## src/rtl/core/rssd_pkg.sv

```systemverilog
// ----------------------------------------------------------------------------
// rssd_pkg
// Types and fixed constants shared by the sync sequence detector modules.
// ----------------------------------------------------------------------------
package rssd_pkg;

  // Fixed field widths
  localparam int unsigned BYTE_W    = 8;
  localparam int unsigned LEN_W     = 4;
  localparam int unsigned PATTERN_W = 64;
  localparam int unsigned OUT_W     = 24;

  // Command codes carried in s_tuser
  typedef enum logic {
    CMD_BYTE = 1'b0,
    CMD_ARM  = 1'b1
  } command_t;

  // Configuration register indexes
  typedef enum logic {
    REG_SYNC_LENGTH  = 1'b0,
    REG_SYNC_PATTERN = 1'b1
  } reg_index_t;

  // One input item
  typedef struct packed {
    command_t           command;
    logic [BYTE_W-1:0]  rx_byte;
  } item_t;

  // One result item
  typedef struct packed {
    logic               armed;
    logic [BYTE_W-1:0]  bytes_since_start;
    logic [BYTE_W-1:0]  message_start;
    logic               sync_found;
  } result_t;

  // Handshake between the pipeline stages
  typedef struct packed {
    logic advance;
  } stage_ctrl_t;

endpackage

```

## src/rtl/core/rssd_in_stage.sv

```systemverilog
// ----------------------------------------------------------------------------
// rssd_in_stage
// Input register: captures one transfer and holds it until it is processed.
// ----------------------------------------------------------------------------
module rssd_in_stage (
  input  logic          clk,
  input  logic          rst,
  input  logic          s_tvalid,
  output logic          s_tready,
  input  logic [7:0]    s_tdata,
  input  logic          s_tuser,
  input  logic          advance,
  output rssd_pkg::item_t item,
  output logic          valid
);
  import rssd_pkg::*;

  // Room when empty or when the held item leaves this cycle
  assign s_tready = !valid || advance;

  // Valid flag
  always_ff @(posedge clk) begin
    if (rst) begin
      valid <= 1'b0;
    end else if (s_tready) begin
      valid <= s_tvalid;
    end
  end

  // Payload
  always_ff @(posedge clk) begin
    if (s_tvalid && s_tready) begin
      item.command <= command_t'(s_tuser);
      item.rx_byte <= s_tdata;
    end
  end

endmodule

```

## src/rtl/core/rssd_track.sv

```systemverilog
// ----------------------------------------------------------------------------
// rssd_track
// Sync tracker: ring write pointer, match counter, armed flag, start index
// and the configuration registers; forms the result for each item.
// ----------------------------------------------------------------------------
module rssd_track #(
  parameter int unsigned RING_SIZE = 256,
  parameter int unsigned MAX_SYNC  = 8
) (
  input  logic                          clk,
  input  logic                          rst,
  input  logic                          cfg_write,
  input  logic                          cfg_index,
  input  logic [rssd_pkg::PATTERN_W-1:0] cfg_data,
  input  logic                          advance,
  input  rssd_pkg::item_t               item,
  output rssd_pkg::result_t             result
);
  import rssd_pkg::*;

  localparam int unsigned PTR_W  = (RING_SIZE > 2) ? $clog2(RING_SIZE) : 1;
  localparam int unsigned WIDE_W = PTR_W + 1;
  localparam logic [PTR_W-1:0]  RING_LAST = PTR_W'(RING_SIZE - 1);
  localparam logic [WIDE_W-1:0] RING_FULL = WIDE_W'(RING_SIZE);
  localparam logic [LEN_W-1:0]  SYNC_CAP  = LEN_W'(MAX_SYNC);

  // Sequence length reduced modulo the ring size (at most eight subtracts)
  function automatic logic [LEN_W-1:0] len_mod(input logic [LEN_W-1:0] len);
    logic [LEN_W-1:0] d;
    d = len;
    for (int i = 0; i < 8; i++) begin
      if (int'(d) >= int'(RING_SIZE)) d = d - LEN_W'(RING_SIZE);
    end
    return d;
  endfunction

  // Ring distance a - b, modulo the ring size
  function automatic logic [PTR_W-1:0] ring_dist(input logic [PTR_W-1:0] a,
                                                 input logic [PTR_W-1:0] b);
    logic [WIDE_W-1:0] wa;
    logic [WIDE_W-1:0] wb;
    wa = WIDE_W'(a);
    wb = WIDE_W'(b);
    if (wa < wb) return PTR_W'(wa + (RING_FULL - wb));
    else         return PTR_W'(wa - wb);
  endfunction

  logic [LEN_W-1:0]     sync_length;
  logic [PATTERN_W-1:0] sync_pattern;
  logic [PTR_W-1:0]     write_pointer, write_pointer_next;
  logic [LEN_W-1:0]     match_count, match_count_next;
  logic                 waiting, waiting_next;
  logic [PTR_W-1:0]     start_index, start_index_next;
  logic                 found;

  logic [LEN_W-1:0]  eff_len;
  logic [LEN_W-1:0]  cnt_base;
  logic [LEN_W-1:0]  cnt_inc;
  logic [BYTE_W-1:0] want;
  logic [PTR_W-1:0]  ptr_inc;
  logic [PTR_W-1:0]  back_len;

  // Configuration registers
  always_ff @(posedge clk) begin
    if (rst) begin
      sync_length  <= '0;
      sync_pattern <= '0;
    end else if (cfg_write) begin
      case (reg_index_t'(cfg_index))
        REG_SYNC_LENGTH:  sync_length  <= cfg_data[LEN_W-1:0];
        REG_SYNC_PATTERN: sync_pattern <= cfg_data;
        default: ;
      endcase
    end
  end

  // Compare and pointer arithmetic
  always_comb begin
    eff_len  = (sync_length > SYNC_CAP) ? SYNC_CAP : sync_length;
    cnt_base = (match_count >= eff_len) ? '0 : match_count;
    cnt_inc  = cnt_base + LEN_W'(1);
    want     = sync_pattern[{cnt_base[2:0], 3'b000} +: BYTE_W];
    ptr_inc  = (write_pointer == RING_LAST) ? '0 : write_pointer + PTR_W'(1);
    back_len = ring_dist(ptr_inc, PTR_W'(len_mod(eff_len)));
  end

  // Next state
  always_comb begin
    write_pointer_next = write_pointer;
    match_count_next   = match_count;
    waiting_next       = waiting;
    start_index_next   = start_index;
    found              = 1'b0;
    case (item.command)
      CMD_ARM: begin
        waiting_next = 1'b1;
      end
      CMD_BYTE: begin
        write_pointer_next = ptr_inc;
        if (waiting) begin
          if (eff_len == '0) begin
            waiting_next     = 1'b0;
            match_count_next = '0;
            start_index_next = write_pointer;
            found            = 1'b1;
          end else if (want == item.rx_byte) begin
            if (cnt_inc == eff_len) begin
              waiting_next     = 1'b0;
              match_count_next = '0;
              start_index_next = back_len;
              found            = 1'b1;
            end else begin
              match_count_next = cnt_inc;
            end
          end else begin
            match_count_next = '0;
          end
        end
      end
      default: ;
    endcase
  end

  // Result fields from the updated state
  always_comb begin
    result.sync_found        = found;
    result.message_start     = BYTE_W'(start_index_next);
    result.bytes_since_start = BYTE_W'(ring_dist(write_pointer_next, start_index_next));
    result.armed             = waiting_next;
  end

  // Tracker state
  always_ff @(posedge clk) begin
    if (rst) begin
      write_pointer <= '0;
      match_count   <= '0;
      waiting       <= 1'b0;
      start_index   <= '0;
    end else if (advance) begin
      write_pointer <= write_pointer_next;
      match_count   <= match_count_next;
      waiting       <= waiting_next;
      start_index   <= start_index_next;
    end
  end

endmodule

```

## src/rtl/core/rssd_out_stage.sv

```systemverilog
// ----------------------------------------------------------------------------
// rssd_out_stage
// Result register: holds one result until the master side takes it.
// ----------------------------------------------------------------------------
module rssd_out_stage (
  input  logic                          clk,
  input  logic                          rst,
  input  logic                          in_valid,
  input  rssd_pkg::result_t             result,
  output rssd_pkg::stage_ctrl_t         ctrl,
  output logic                          m_tvalid,
  input  logic                          m_tready,
  output logic [rssd_pkg::OUT_W-1:0]    m_tdata
);
  import rssd_pkg::*;

  result_t held;

  // An item moves on when the result register is free or draining
  assign ctrl.advance = in_valid && (!m_tvalid || m_tready);

  // Valid flag
  always_ff @(posedge clk) begin
    if (rst) begin
      m_tvalid <= 1'b0;
    end else if (!m_tvalid || m_tready) begin
      m_tvalid <= in_valid;
    end
  end

  // Payload
  always_ff @(posedge clk) begin
    if (ctrl.advance) begin
      held <= result;
    end
  end

  assign m_tdata = OUT_W'(held);

endmodule

```

## src/rtl/core/ring_sync_sequence_detector.sv

```systemverilog
// ----------------------------------------------------------------------------
// ring_sync_sequence_detector
// Sync word detector over a circular receive ring: tracks the ring write
// pointer, matches armed bytes against the sync sequence and reports where
// the sequence began.
//
//  Channel  Dir  Payload (low bit up)
//  s_*      in   tuser: command; tdata: rx_byte
//  m_*      out  tdata: sync_found, message_start, bytes_since_start, armed
//  cfg_*    in   cfg_index 0 = sync_length, 1 = sync_pattern
//
// One item per cycle sustained while m_tready stays high; the s transfer reaches
// m_tvalid through the input register, then the result register.
// All tracking is one byte compare, an increment and two ring distances per item.
// Reset (rst, synchronous) clears pointers, armed flag and configuration.
// A stalled m side holds the result; s_tready drops only when both
// registers are full.
// ----------------------------------------------------------------------------
module ring_sync_sequence_detector #(
  parameter int unsigned RING_SIZE = 256,
  parameter int unsigned MAX_SYNC  = 8
) (
  input  logic        clk,
  input  logic        rst,
  input  logic        s_tvalid,
  output logic        s_tready,
  input  logic [7:0]  s_tdata,   // [7:0] rx_byte
  input  logic        s_tuser,   // [0] command
  output logic        m_tvalid,
  input  logic        m_tready,
  output logic [23:0] m_tdata,   // [0] sync_found, [8:1] message_start,
                                 // [16:9] bytes_since_start, [17] armed
  input  logic        cfg_write,
  input  logic        cfg_index,
  input  logic [63:0] cfg_data
);
  import rssd_pkg::*;

  item_t       item;
  logic        item_valid;
  result_t     result;
  stage_ctrl_t ctrl;

  // Input register
  rssd_in_stage u_in (
    .clk      (clk),
    .rst      (rst),
    .s_tvalid (s_tvalid),
    .s_tready (s_tready),
    .s_tdata  (s_tdata),
    .s_tuser  (s_tuser),
    .advance  (ctrl.advance),
    .item     (item),
    .valid    (item_valid)
  );

  // Tracker and result logic
  rssd_track #(
    .RING_SIZE (RING_SIZE),
    .MAX_SYNC  (MAX_SYNC)
  ) u_track (
    .clk       (clk),
    .rst       (rst),
    .cfg_write (cfg_write),
    .cfg_index (cfg_index),
    .cfg_data  (cfg_data),
    .advance   (ctrl.advance),
    .item      (item),
    .result    (result)
  );

  // Result register
  rssd_out_stage u_out (
    .clk      (clk),
    .rst      (rst),
    .in_valid (item_valid),
    .result   (result),
    .ctrl     (ctrl),
    .m_tvalid (m_tvalid),
    .m_tready (m_tready),
    .m_tdata  (m_tdata)
  );

endmodule

```

## config.mk

```make
export PLATFORM = sky130hd
export DESIGN_NAME = ring_sync_sequence_detector
export DESIGN_NICKNAME = d
export VERILOG_FILES = /design/src/rtl/core/rssd_pkg.sv /design/src/rtl/core/rssd_in_stage.sv /design/src/rtl/core/rssd_track.sv /design/src/rtl/core/rssd_out_stage.sv /design/src/rtl/core/ring_sync_sequence_detector.sv
export SDC_FILE = /design/constraint.sdc
export NUM_CORES = 1
export LEC_CHECK = 0
export BUFFER_PORTS_ARGS = -buffer_cell sky130_fd_sc_hd__buf_2
export CORE_MARGIN = 2
export CORE_UTILIZATION = 57
export DETAILED_ROUTE_END_ITERATION = 16
export PLACE_DENSITY = 0.81
export SYNTH_ARGS = -nofsm -noshare
export SYNTH_HDL_FRONTEND = slang
export SYNTH_SLANG_ARGS = --single-unit
```

## constraint.sdc

```tcl
create_clock -name clk -period 7.05 [get_ports clk]
set_input_delay 1.41 -clock clk [delete_from_list [all_inputs] [get_ports clk]]
set_output_delay 1.41 -clock clk [all_outputs]
set_load 0.01 [all_outputs]
```

==> impl_summary.txt, run 1 <==
----------------------------------------------------
[Power]
  Switching power summed over all nets ... ~0.45 mW
  Post-layout total power ... 1.83 mW
  Clock share of power ... 47.6%
  PwrDens ... 240 mW/mm^2
  Combinational cell fraction of total power ... 11.6%
  Peak VDD IR ... between 200 and 250 uV
  Seq pwr share ... 40.8%
  Int Pwr ... 1.38 mW
  Reported leakage power ... around 3.1 nW
  Switching part of the total ... about 25%

[Critical path]
  Crit-path most repeated cell ... sky130_fd_sc_hd__ha_1
  Critical path capture point type ... register
  Delay of the slowest cell on the worst path ... 0.88 ns
  Worst-path cell chain ... ha_1 > o211ai_2 > o211ai_1 > inv_1 > ha_1 > xor2_1 > nor4_1 > o21a_1 > nand3_2 > a211oi_1 > a21oi_1 > o21ai_0 > mux2i_1 > ha_1 > nand2b_1 > a31oi_1 > nor3_1 > o2111ai_1 > a21oi_1 > xnor2_1
  Capturing point of the worst reg2reg path ... u_out.m_tdata[16]
  Worst path bufs/invs ... 1
  Worst Setup Start Kind ... register
  Worst setup path class ... register to register
  Crit path arrival time ... between 6 and 7 ns
  Cell depth of the worst flop-to-flop path ... 20
  Number of logic stages on the critical path including buffering ... 20
  Crit path max-delay cell type ... sky130_fd_sc_hd__o211ai_1
  Critical path data required time ... 7.20 ns
  Worst setup path start ... u_track.match_count[2]
  Largest delay contributor family on the critical path ... compound AO/OA/AOI/OAI gates
  Largest driver fanout on the critical path ... 21
  Critical Path End ... u_out.m_tdata[16]
  Reg-to-reg slack, setup ... 0.84 ns
  Startpoint of the worst register-to-register path ... u_track.match_count[2]

[Clock tree]
  Total setup buffers inserted after CTS ... 0
  CTS tree ... done
  Count of H-tree levels built during CTS ... 4
  Clock-pin slew reported for the worst setup and hold paths after clock tree synthesis ... 0.05 ns
  Clock tree root buffer cell ... sky130_fd_sc_hd__clkbuf_16
  Hold-fix buffers, CTS ... 0
  Clock insertion delay at the later pin of the skew report ... 0.41 ns
  Num CTS Buffers ... 17
  Longest Clk Path Bufs ... 2
  Sinks on Clock Net ... 118
  Number of gates resized after cts ... 0

[Global routing]
  Vias in the first global route ... about 5700
  Pin count of the biggest net entering global routing ... 92
  Global-route usage over all layers ... 27.3%
  First-pass GRT wire length ... 27600 um
  Remaining global-route overflow ... 0
  Initial antenna violation count ... 0

[Hold path]
  Worst hold path class ... register to register

[Routing]
  Post-route DRC violation count ... 0
  Number of vias after detailed routing ... 5878
  Final routed wirelength across all metal layers ... roughly 17000 um
  Antenna Violating Nets Remaining ... 0
  First-iteration detailed-routing DRC count ... 499
  Number of detailed-route iterations in the first pass ... 9
  Drt via density ... 5.87
  WL/cell ... 16.9 um

[Synth]
  Count of state elements after synthesis ... 118
  Warnings from Yosys ... 0
  Number of enable-type register cells in the synthesized netlist ... 27
  Biggest area consumer among synthesized cells ... sky130_fd_sc_hd__dfxtp_1
  Largest cells by area after synthesis ... sky130_fd_sc_hd__dfxtp_1, sky130_fd_sc_hd__edfxtp_1, sky130_fd_sc_hd__nand2_1
  Async set-or-reset flop fraction in the synthesized netlist ... 0%
  Mapped Avg Cell Area ... 8.46 um^2
  Number of distinct library cells after synthesis ... 68
  Commonest register cell after synthesis ... sky130_fd_sc_hd__dfxtp_1
  Cell count after synthesis ... around 780
  Share of the yosys chip area belonging to registers ... about two fifths
  Mapped cell area ... 0.00657 mm^2
  Share of the synthesized area in the top cell type ... around 28%

[Place]
  Weighted congestion reported at the end of routability-driven placement ... 0.939
  Port buffer count ... 98
  Hpwl dp ... 11700 um

[Timing]
  Hold Fails Final Rpt ... 0
  Setup Skew ... 0.00609 ns
  Final TNS setup ... 0 ns
  Final period util ... between 80% and 90%
  Shortest period the worst path allows ... between 6 and 7 ns
  Worst Max-Slew Pin Slew ... 1.10 ns
  RSZ-0062 raised after global routing ... false
  Number of endpoints failing setup at the final stage ... 0
  Max-slew headroom at the worst pin ... 26.3%
  Peak clock frequency supported by timing ... 0.161 GHz
  Number of pins exceeding their max-slew limit in the final report ... 0

[Floorplanning]
  Area enclosed by the die boundary ... roughly 0.012 mm^2
  Overall die height ... 111 um
  Starting utilization of the core area ... 58.0%
  Die width ... 111 um
  Top-level I/O count ... between 100 and 150
  Core area ... 0.0113 mm^2
  Std cell rows ... 39

[Layout]
  Final net count ... 951
  Diode insertion count for antenna repair ... 0
  Fraction of final layout cells with drive strength greater than 1 ... 18.4%
  Utilization after layout ... 67.4%
  Layout-stage area growth over the synthesis result ... 16.2%

[Outcome]
  Result of the run ... completed

[Flow run]
  Number of max-cap violations ... 0

----------------------------------------------------
[layer usage]
metal  up-vias  wire [um]  GRT usage (%)
li1       2814          -              -
met1      2734       7580           39.0
met2       278       7490           40.5
met3        52       1480           6.94
met4         0        322           9.14
met5         -          0              0
[cells by family (layout without fill, tap and decap cells)]
logic type,count (synthesis),in the layout,synth area share (%)
flops,118,118,40.1
simple gates,278,278,19.5
mux,25,25,4.14
compound gates,197,197,19.3
fa+ha+maj,28,28,5.51
xor+xnor,44,44,5.87
buf+inv,85,162,5.57
other cells,1,6,0.0571
[metrics by stage]
stage          hold WS (ns)  setup slack [ns]  instances  instance area (um^2)
6_report              0.456             0.841       1001                  7630
4_1_cts               0.455              1.03       1001                  7630
5_1_grt               0.476             0.334       1001                  7630
2_1_floorplan         0.432              2.14        781                  6580
3_5_place_dp          0.448              1.10        970                  7020
3_3_place_gp          0.446              1.39        970                  7020
[how the worst min path moves through the flow]
stage	from	to	slack, ns	depth (start not counted)
after detailed placement	u_track.sync_pattern[39]	u_track.sync_pattern[39]	0.45	2
after global placement	u_track.sync_pattern[34]	u_track.sync_pattern[34]	0.45	2
after CTS	u_track.sync_pattern[39]	u_track.sync_pattern[39]	0.46	2
final	u_track.sync_pattern[47]	u_track.sync_pattern[47]	0.46	2
after floorplan	u_track.sync_pattern[10]	u_track.sync_pattern[10]	0.43	2
after global routing	u_track.sync_pattern[44]	u_track.sync_pattern[44]	0.48	2
[layout make-up]
| type | instances | area, um^2 |
|---|---|---|
| fill | 883 | 3690 |
| multi-input combinational | 578 | 3590 |
| clock inverter | 6 | 60.1 |
| inverter | 31 | 116 |
| tap | 143 | 179 |
| clock buffer | 25 | 548 |
| sequential | 118 | 2630 |
| timing repair buffer | 100 | 505 |
[synth_stat cells (4+ instances only)]
cell type and count:
sky130_fd_sc_hd__a211oi_1 10, sky130_fd_sc_hd__a21o_1 14, sky130_fd_sc_hd__a21oi_1 91, sky130_fd_sc_hd__a221oi_1 5, sky130_fd_sc_hd__a221oi_2 5, sky130_fd_sc_hd__a22oi_1 11, sky130_fd_sc_hd__a31oi_1 4, sky130_fd_sc_hd__and2_1 4
sky130_fd_sc_hd__buf_2 7, sky130_fd_sc_hd__buf_4 10, sky130_fd_sc_hd__clkbuf_1 35, sky130_fd_sc_hd__dfxtp_1 91, sky130_fd_sc_hd__edfxtp_1 27, sky130_fd_sc_hd__ha_1 24, sky130_fd_sc_hd__inv_1 28, sky130_fd_sc_hd__mux2_1 7
sky130_fd_sc_hd__mux2i_1 17, sky130_fd_sc_hd__nand2_1 166, sky130_fd_sc_hd__nand2b_1 4, sky130_fd_sc_hd__nand3_1 6, sky130_fd_sc_hd__nor2_1 48, sky130_fd_sc_hd__nor2b_1 6, sky130_fd_sc_hd__nor3_1 8, sky130_fd_sc_hd__o211ai_1 10
sky130_fd_sc_hd__o21ai_0 15, sky130_fd_sc_hd__o21ai_1 10, sky130_fd_sc_hd__o21bai_1 5, sky130_fd_sc_hd__or3_1 10, sky130_fd_sc_hd__xnor2_1 24, sky130_fd_sc_hd__xor2_1 20
[worst reg2reg max path, stage by stage (launching register included)]
cell                        delay, ns
sky130_fd_sc_hd__dfxtp_1         0.84
sky130_fd_sc_hd__ha_1            0.27
sky130_fd_sc_hd__o211ai_2        0.13
sky130_fd_sc_hd__o211ai_1        0.88
sky130_fd_sc_hd__inv_1           0.11
sky130_fd_sc_hd__ha_1            0.38
sky130_fd_sc_hd__xor2_1          0.16
sky130_fd_sc_hd__nor4_1          0.25
sky130_fd_sc_hd__o21a_1          0.23
sky130_fd_sc_hd__nand3_2         0.34
sky130_fd_sc_hd__a211oi_1        0.36
sky130_fd_sc_hd__a21oi_1         0.08
sky130_fd_sc_hd__o21ai_0         0.23
sky130_fd_sc_hd__mux2i_1         0.16
sky130_fd_sc_hd__ha_1            0.41
sky130_fd_sc_hd__nand2b_1        0.13
sky130_fd_sc_hd__a31oi_1         0.07
sky130_fd_sc_hd__nor3_1          0.39
sky130_fd_sc_hd__o2111ai_1       0.24
sky130_fd_sc_hd__a21oi_1         0.22
sky130_fd_sc_hd__xnor2_1         0.09
[power by group through the flow]
stage	Combinational [mW]	Clock, mW	Sequential, mW
4_1_cts	0.209	0.875	0.745
6_report	0.213	0.870	0.746
2_1_floorplan	0.151	0	0.752
3_3_place_gp	0.200	0	0.758
5_1_grt	0.236	0.907	0.748
3_5_place_dp	0.207	0	0.758
[cell usage in the layout (no fill, tap or decap), types with 5 or more instances in the layout]
cell type	count
sky130_fd_sc_hd__a211oi_1	10
sky130_fd_sc_hd__a21o_1	14
sky130_fd_sc_hd__a21oi_1	91
sky130_fd_sc_hd__a221oi_1	5
sky130_fd_sc_hd__a221oi_2	5
sky130_fd_sc_hd__a22oi_1	11
sky130_fd_sc_hd__buf_2	98
sky130_fd_sc_hd__clkbuf_16	19
sky130_fd_sc_hd__clkbuf_8	5
sky130_fd_sc_hd__conb_1	6
sky130_fd_sc_hd__dfxtp_1	91
sky130_fd_sc_hd__edfxtp_1	27
sky130_fd_sc_hd__ha_1	24
sky130_fd_sc_hd__inv_1	28
sky130_fd_sc_hd__mux2_1	7
sky130_fd_sc_hd__mux2i_1	17
sky130_fd_sc_hd__nand2_1	165
sky130_fd_sc_hd__nand3_1	6
sky130_fd_sc_hd__nor2_1	48
sky130_fd_sc_hd__nor2b_1	6
sky130_fd_sc_hd__nor3_1	8
sky130_fd_sc_hd__o211ai_1	10
sky130_fd_sc_hd__o21ai_0	15
sky130_fd_sc_hd__o21ai_1	10
sky130_fd_sc_hd__o21bai_1	5
sky130_fd_sc_hd__or3_1	10
sky130_fd_sc_hd__xnor2_1	24
sky130_fd_sc_hd__xor2_1	20
[registers in the layout, indices dropped and copies added (netlist names)]
name,cells
u_track.match_count,4
u_in.item,9
u_track.start_index,8
u_track.sync_pattern,64
u_track.waiting,1
u_out.m_tdata,18
u_in.valid,1
u_out.m_tvalid,1
u_track.sync_length,4
u_track.write_pointer,8
Power figures use the tool's default switching activity.
==> run 2: changes to the inputs <==
--- a/config.mk
+++ b/config.mk
@@ -12,4 +12,5 @@
 export PLACE_DENSITY = 0.81
 export SYNTH_ARGS = -nofsm -noshare
 export SYNTH_HDL_FRONTEND = slang
+export SYNTH_HIERARCHICAL = 1
 export SYNTH_SLANG_ARGS = --single-unit
==> impl_summary.txt, run 2 <==
----------------------------------------------------
[Critical path]
  Crit path max-delay cell type ... sky130_fd_sc_hd__a2111oi_0
  Critical path data required time ... ~7 ns
  Worst path bufs/invs ... 2
  Reg-to-reg slack, setup ... 1.55 ns
  Worst setup path class ... register to register
  Critical path capture point type ... register
  Largest delay contributor family on the critical path ... compound AO/OA/AOI/OAI gates
  Worst-path cell chain ... buf_4 > inv_1 > ha_1 > nor3b_2 > o211ai_1 > a2111oi_0 > nor2_1 > nand2_1 > o211a_1 > nand4_4 > mux2i_1 > nor2_1 > a21oi_1 > o21ai_0 > fa_1 > o21ai_0 > maj3_2 > a31oi_1 > xnor2_1
  Worst Setup Start Kind ... register
  Largest driver fanout on the critical path ... 38
  Crit path arrival time ... 5.66 ns
  Delay of the slowest cell on the worst path ... 0.97 ns

[Routing]
  Drt via density ... 5.80
  Number of detailed-route iterations in the first pass ... 5
  Antenna Violating Nets Remaining ... 0
  WL/cell ... 16.4 um
  Final routed wirelength across all metal layers ... around 16000 um
  Post-route DRC violation count ... 0
  First-iteration detailed-routing DRC count ... 396
  Number of vias after detailed routing ... 5813

[Synth]
  Commonest register cell after synthesis ... sky130_fd_sc_hd__dfxtp_1
  Mapped Avg Cell Area ... roughly 8.5 um^2
  Largest cells by area after synthesis ... sky130_fd_sc_hd__dfxtp_1, sky130_fd_sc_hd__edfxtp_1, sky130_fd_sc_hd__nand2_1
  Commonest cells in the synthesized netlist ... sky130_fd_sc_hd__nand2_1, sky130_fd_sc_hd__dfxtp_1, sky130_fd_sc_hd__a21oi_1
  Share of the synthesized area in the top cell type ... 27.8%
  Most frequent cell after synthesis ... sky130_fd_sc_hd__nand2_1
  Biggest area consumer among synthesized cells ... sky130_fd_sc_hd__dfxtp_1
  Warnings from Yosys ... 6
  Share of the yosys chip area belonging to registers ... roughly two fifths
  Async set-or-reset flop fraction in the synthesized netlist ... 0%
  Cell count after synthesis ... 773
  Number of distinct library cells after synthesis ... 73
  Count of state elements after synthesis ... ~120
  Number of enable-type register cells in the synthesized netlist ... 27
  Mapped cell area ... 0.00656 mm^2

[Timing]
  Shortest period the worst path allows ... 5.50 ns
  Number of pins exceeding their max-slew limit in the final report ... 0
  Final TNS setup ... 0 ns
  Number of endpoints failing setup at the final stage ... 0
  Peak clock frequency supported by timing ... ~0.18 GHz
  Worst Max-Slew Pin Slew ... about 1.1 ns
  Max-slew headroom at the worst pin ... 26.7%
  Final period util ... between 70% and 80%
  RSZ-0062 raised after global routing ... false
  Hold Fails Final Rpt ... 0
  Setup Skew ... 0.0102 ns

[Clock tree]
  Clock insertion delay at the later pin of the skew report ... 0.42 ns
  Sinks on Clock Net ... roughly 120
  Count of H-tree levels built during CTS ... 4
  Total setup buffers inserted after CTS ... 0
  Hold-fix buffers, CTS ... 0
  Num CTS Buffers ... 17
  Clock-pin slew reported for the worst setup and hold paths after clock tree synthesis ... ~0.05 ns
  Clock tree root buffer cell ... sky130_fd_sc_hd__clkbuf_16
  Number of gates resized after cts ... 0
  CTS tree ... done
  Longest Clk Path Bufs ... 2

[Layout]
  Number of flip-flops under the largest register name ... 64
  Final std cells w/o fill ... 1002
  Most common cell after layout, fill and taps aside ... sky130_fd_sc_hd__nand2_1
  Final net count ... 953
  Diode insertion count for antenna repair ... 0
  Fraction of final layout cells with drive strength greater than 1 ... 18.7%
  Largest Register ... u_track/sync_pattern
  Commonest cells after routing, fill and taps aside ... sky130_fd_sc_hd__nand2_1, sky130_fd_sc_hd__buf_2, sky130_fd_sc_hd__dfxtp_1, sky130_fd_sc_hd__a21oi_1, sky130_fd_sc_hd__nor2_1
  Final non-filler cell area ... 0.00761 mm^2
  Layout-stage area growth over the synthesis result ... 16.0%

[Flow run]
  Number of max-cap violations ... 0

[Floorplanning]
  Core area ... roughly 0.011 mm^2
  Overall die height ... 111 um
  Die width ... 111 um
  Starting utilization of the core area ... just under 60%
  Top-level I/O count ... roughly 110
  Area enclosed by the die boundary ... 0.0124 mm^2
  Std cell rows ... 39

[Place]
  Instance area at placement ... 0.00705 mm^2
  Port buffer count ... 98
  Weighted congestion reported at the end of routability-driven placement ... 0.915
  Instance count after placement with tap cells included ... 971
  Hpwl dp ... 11700 um

[Power]
  Post-layout total power ... approximately 1.8 mW
  Combinational cell fraction of total power ... 12.6%
  Peak VDD IR ... around 270 uV
  Seq pwr share ... 41.7%
  Int Pwr ... 1.34 mW
  PwrDens ... between 200 and 250 mW/mm^2
  Reported leakage power ... between 3 and 4 nW
  Switching power summed over all nets ... 0.456 mW
  Switching part of the total ... between 20 and 30%
  Clock share of power ... a little under half

[Global routing]
  Pin count of the biggest net entering global routing ... 92
  Initial antenna violation count ... 0
  Remaining global-route overflow ... 0
  Global-route usage over all layers ... 27.0%
  Vias in the first global route ... 5828
  First-pass GRT wire length ... around 27000 um

[Outcome]
  Result of the run ... completed

[Hold path]
  Worst hold path class ... register to register

----------------------------------------------------
[run 2: cell count changes in the layout (fill, tap and decap cells not counted), moves of 7 or more]
cell	change
sky130_fd_sc_hd__o21ai_0	+11
sky130_fd_sc_hd__o21ai_1	-8
sky130_fd_sc_hd__mux2_2	+7
sky130_fd_sc_hd__a21o_1	-10
sky130_fd_sc_hd__a221o_1	+9
[run 2: kinds of logic after synthesis]
logic type | count (synthesis) | share of synthesized area (%)
other | 1 | 0.0571
flip-flops | 118 | 40.1
AO/OA/AOI/OAI | 202 | 20.0
buffers and inverters | 79 | 5.05
adder cells (fa/ha/maj) | 29 | 5.83
multiplexers | 32 | 5.07
XOR/XNOR | 33 | 4.40
AND/OR/NAND/NOR | 279 | 19.5
[run 2: power by group through the flow]
stage / Combinational [mW] / Sequential [mW] / Clock [mW]
floorplan: 0.156 / 0.758 / 0
global placement: 0.214 / 0.761 / 0
detailed placement: 0.221 / 0.762 / 0
CTS: 0.224 / 0.748 / 0.829
global route: 0.251 / 0.752 / 0.863
finish: 0.227 / 0.749 / 0.819
[run 2: final cells by class]
| class | instances | area (um^2) |
|---|---|---|
| Clock buffer | 23 | 489 |
| Clock inverter | 8 | 72.6 |
| Fill cell | 909 | 3710 |
| Inverter | 28 | 105 |
| Multi-Input combinational cell | 581 | 3620 |
| Sequential cell | 118 | 2630 |
| Tap cell | 143 | 179 |
| Timing Repair Buffer | 101 | 513 |
[run 2: worst register-to-register path, stage by stage (launching register included)]
cell and delay, ns:
sky130_fd_sc_hd__dfxtp_1 0.30, sky130_fd_sc_hd__buf_4 0.36, sky130_fd_sc_hd__inv_1 0.10, sky130_fd_sc_hd__ha_1 0.33, sky130_fd_sc_hd__nor3b_2 0.34, sky130_fd_sc_hd__o211ai_1 0.34
sky130_fd_sc_hd__a2111oi_0 0.97, sky130_fd_sc_hd__nor2_1 0.07, sky130_fd_sc_hd__nand2_1 0.12, sky130_fd_sc_hd__o211a_1 0.24, sky130_fd_sc_hd__nand4_4 0.22, sky130_fd_sc_hd__mux2i_1 0.21
sky130_fd_sc_hd__nor2_1 0.06, sky130_fd_sc_hd__a21oi_1 0.23, sky130_fd_sc_hd__o21ai_0 0.19, sky130_fd_sc_hd__fa_1 0.50, sky130_fd_sc_hd__o21ai_0 0.18, sky130_fd_sc_hd__maj3_2 0.22
sky130_fd_sc_hd__a31oi_1 0.11, sky130_fd_sc_hd__xnor2_1 0.15
[run 2: path summary, 6_finish.rpt]
| check | start | end | cells past startpoint |
|---|---|---|---|
| max | u_track/match_count[0] | u_out/m_tdata[15] | 19 |
| min | u_track/sync_pattern[43] | u_track/sync_pattern[43] | 2 |
| max reg2reg | u_track/match_count[0] | u_out/m_tdata[15] | 19 |
| min reg2reg | u_track/sync_pattern[43] | u_track/sync_pattern[43] | 2 |
[run 2: stage by stage]
stage | hold slack [ns] | util (%) | worst slack (ns)
after floorplan | 0.431 | - | 1.87
after global placement | 0.440 | 62.3 | 1.88
after detailed placement | 0.443 | 62.3 | 1.61
after CTS | 0.450 | 67.3 | 1.59
after global routing | 0.473 | 67.3 | 1.06
final | 0.448 | 67.3 | 1.55
[run 2: layer usage]
metal | global-route usage (%) | routed length [um] | vias up
li1 | - | - | 2839
met1 | 31.3 | 6820 | 2748
met2 | 47.0 | 8340 | 186
met3 | 7.44 | 831 | 40
met4 | 11.9 | 492 | 0
met5 | 0 | 0 | -
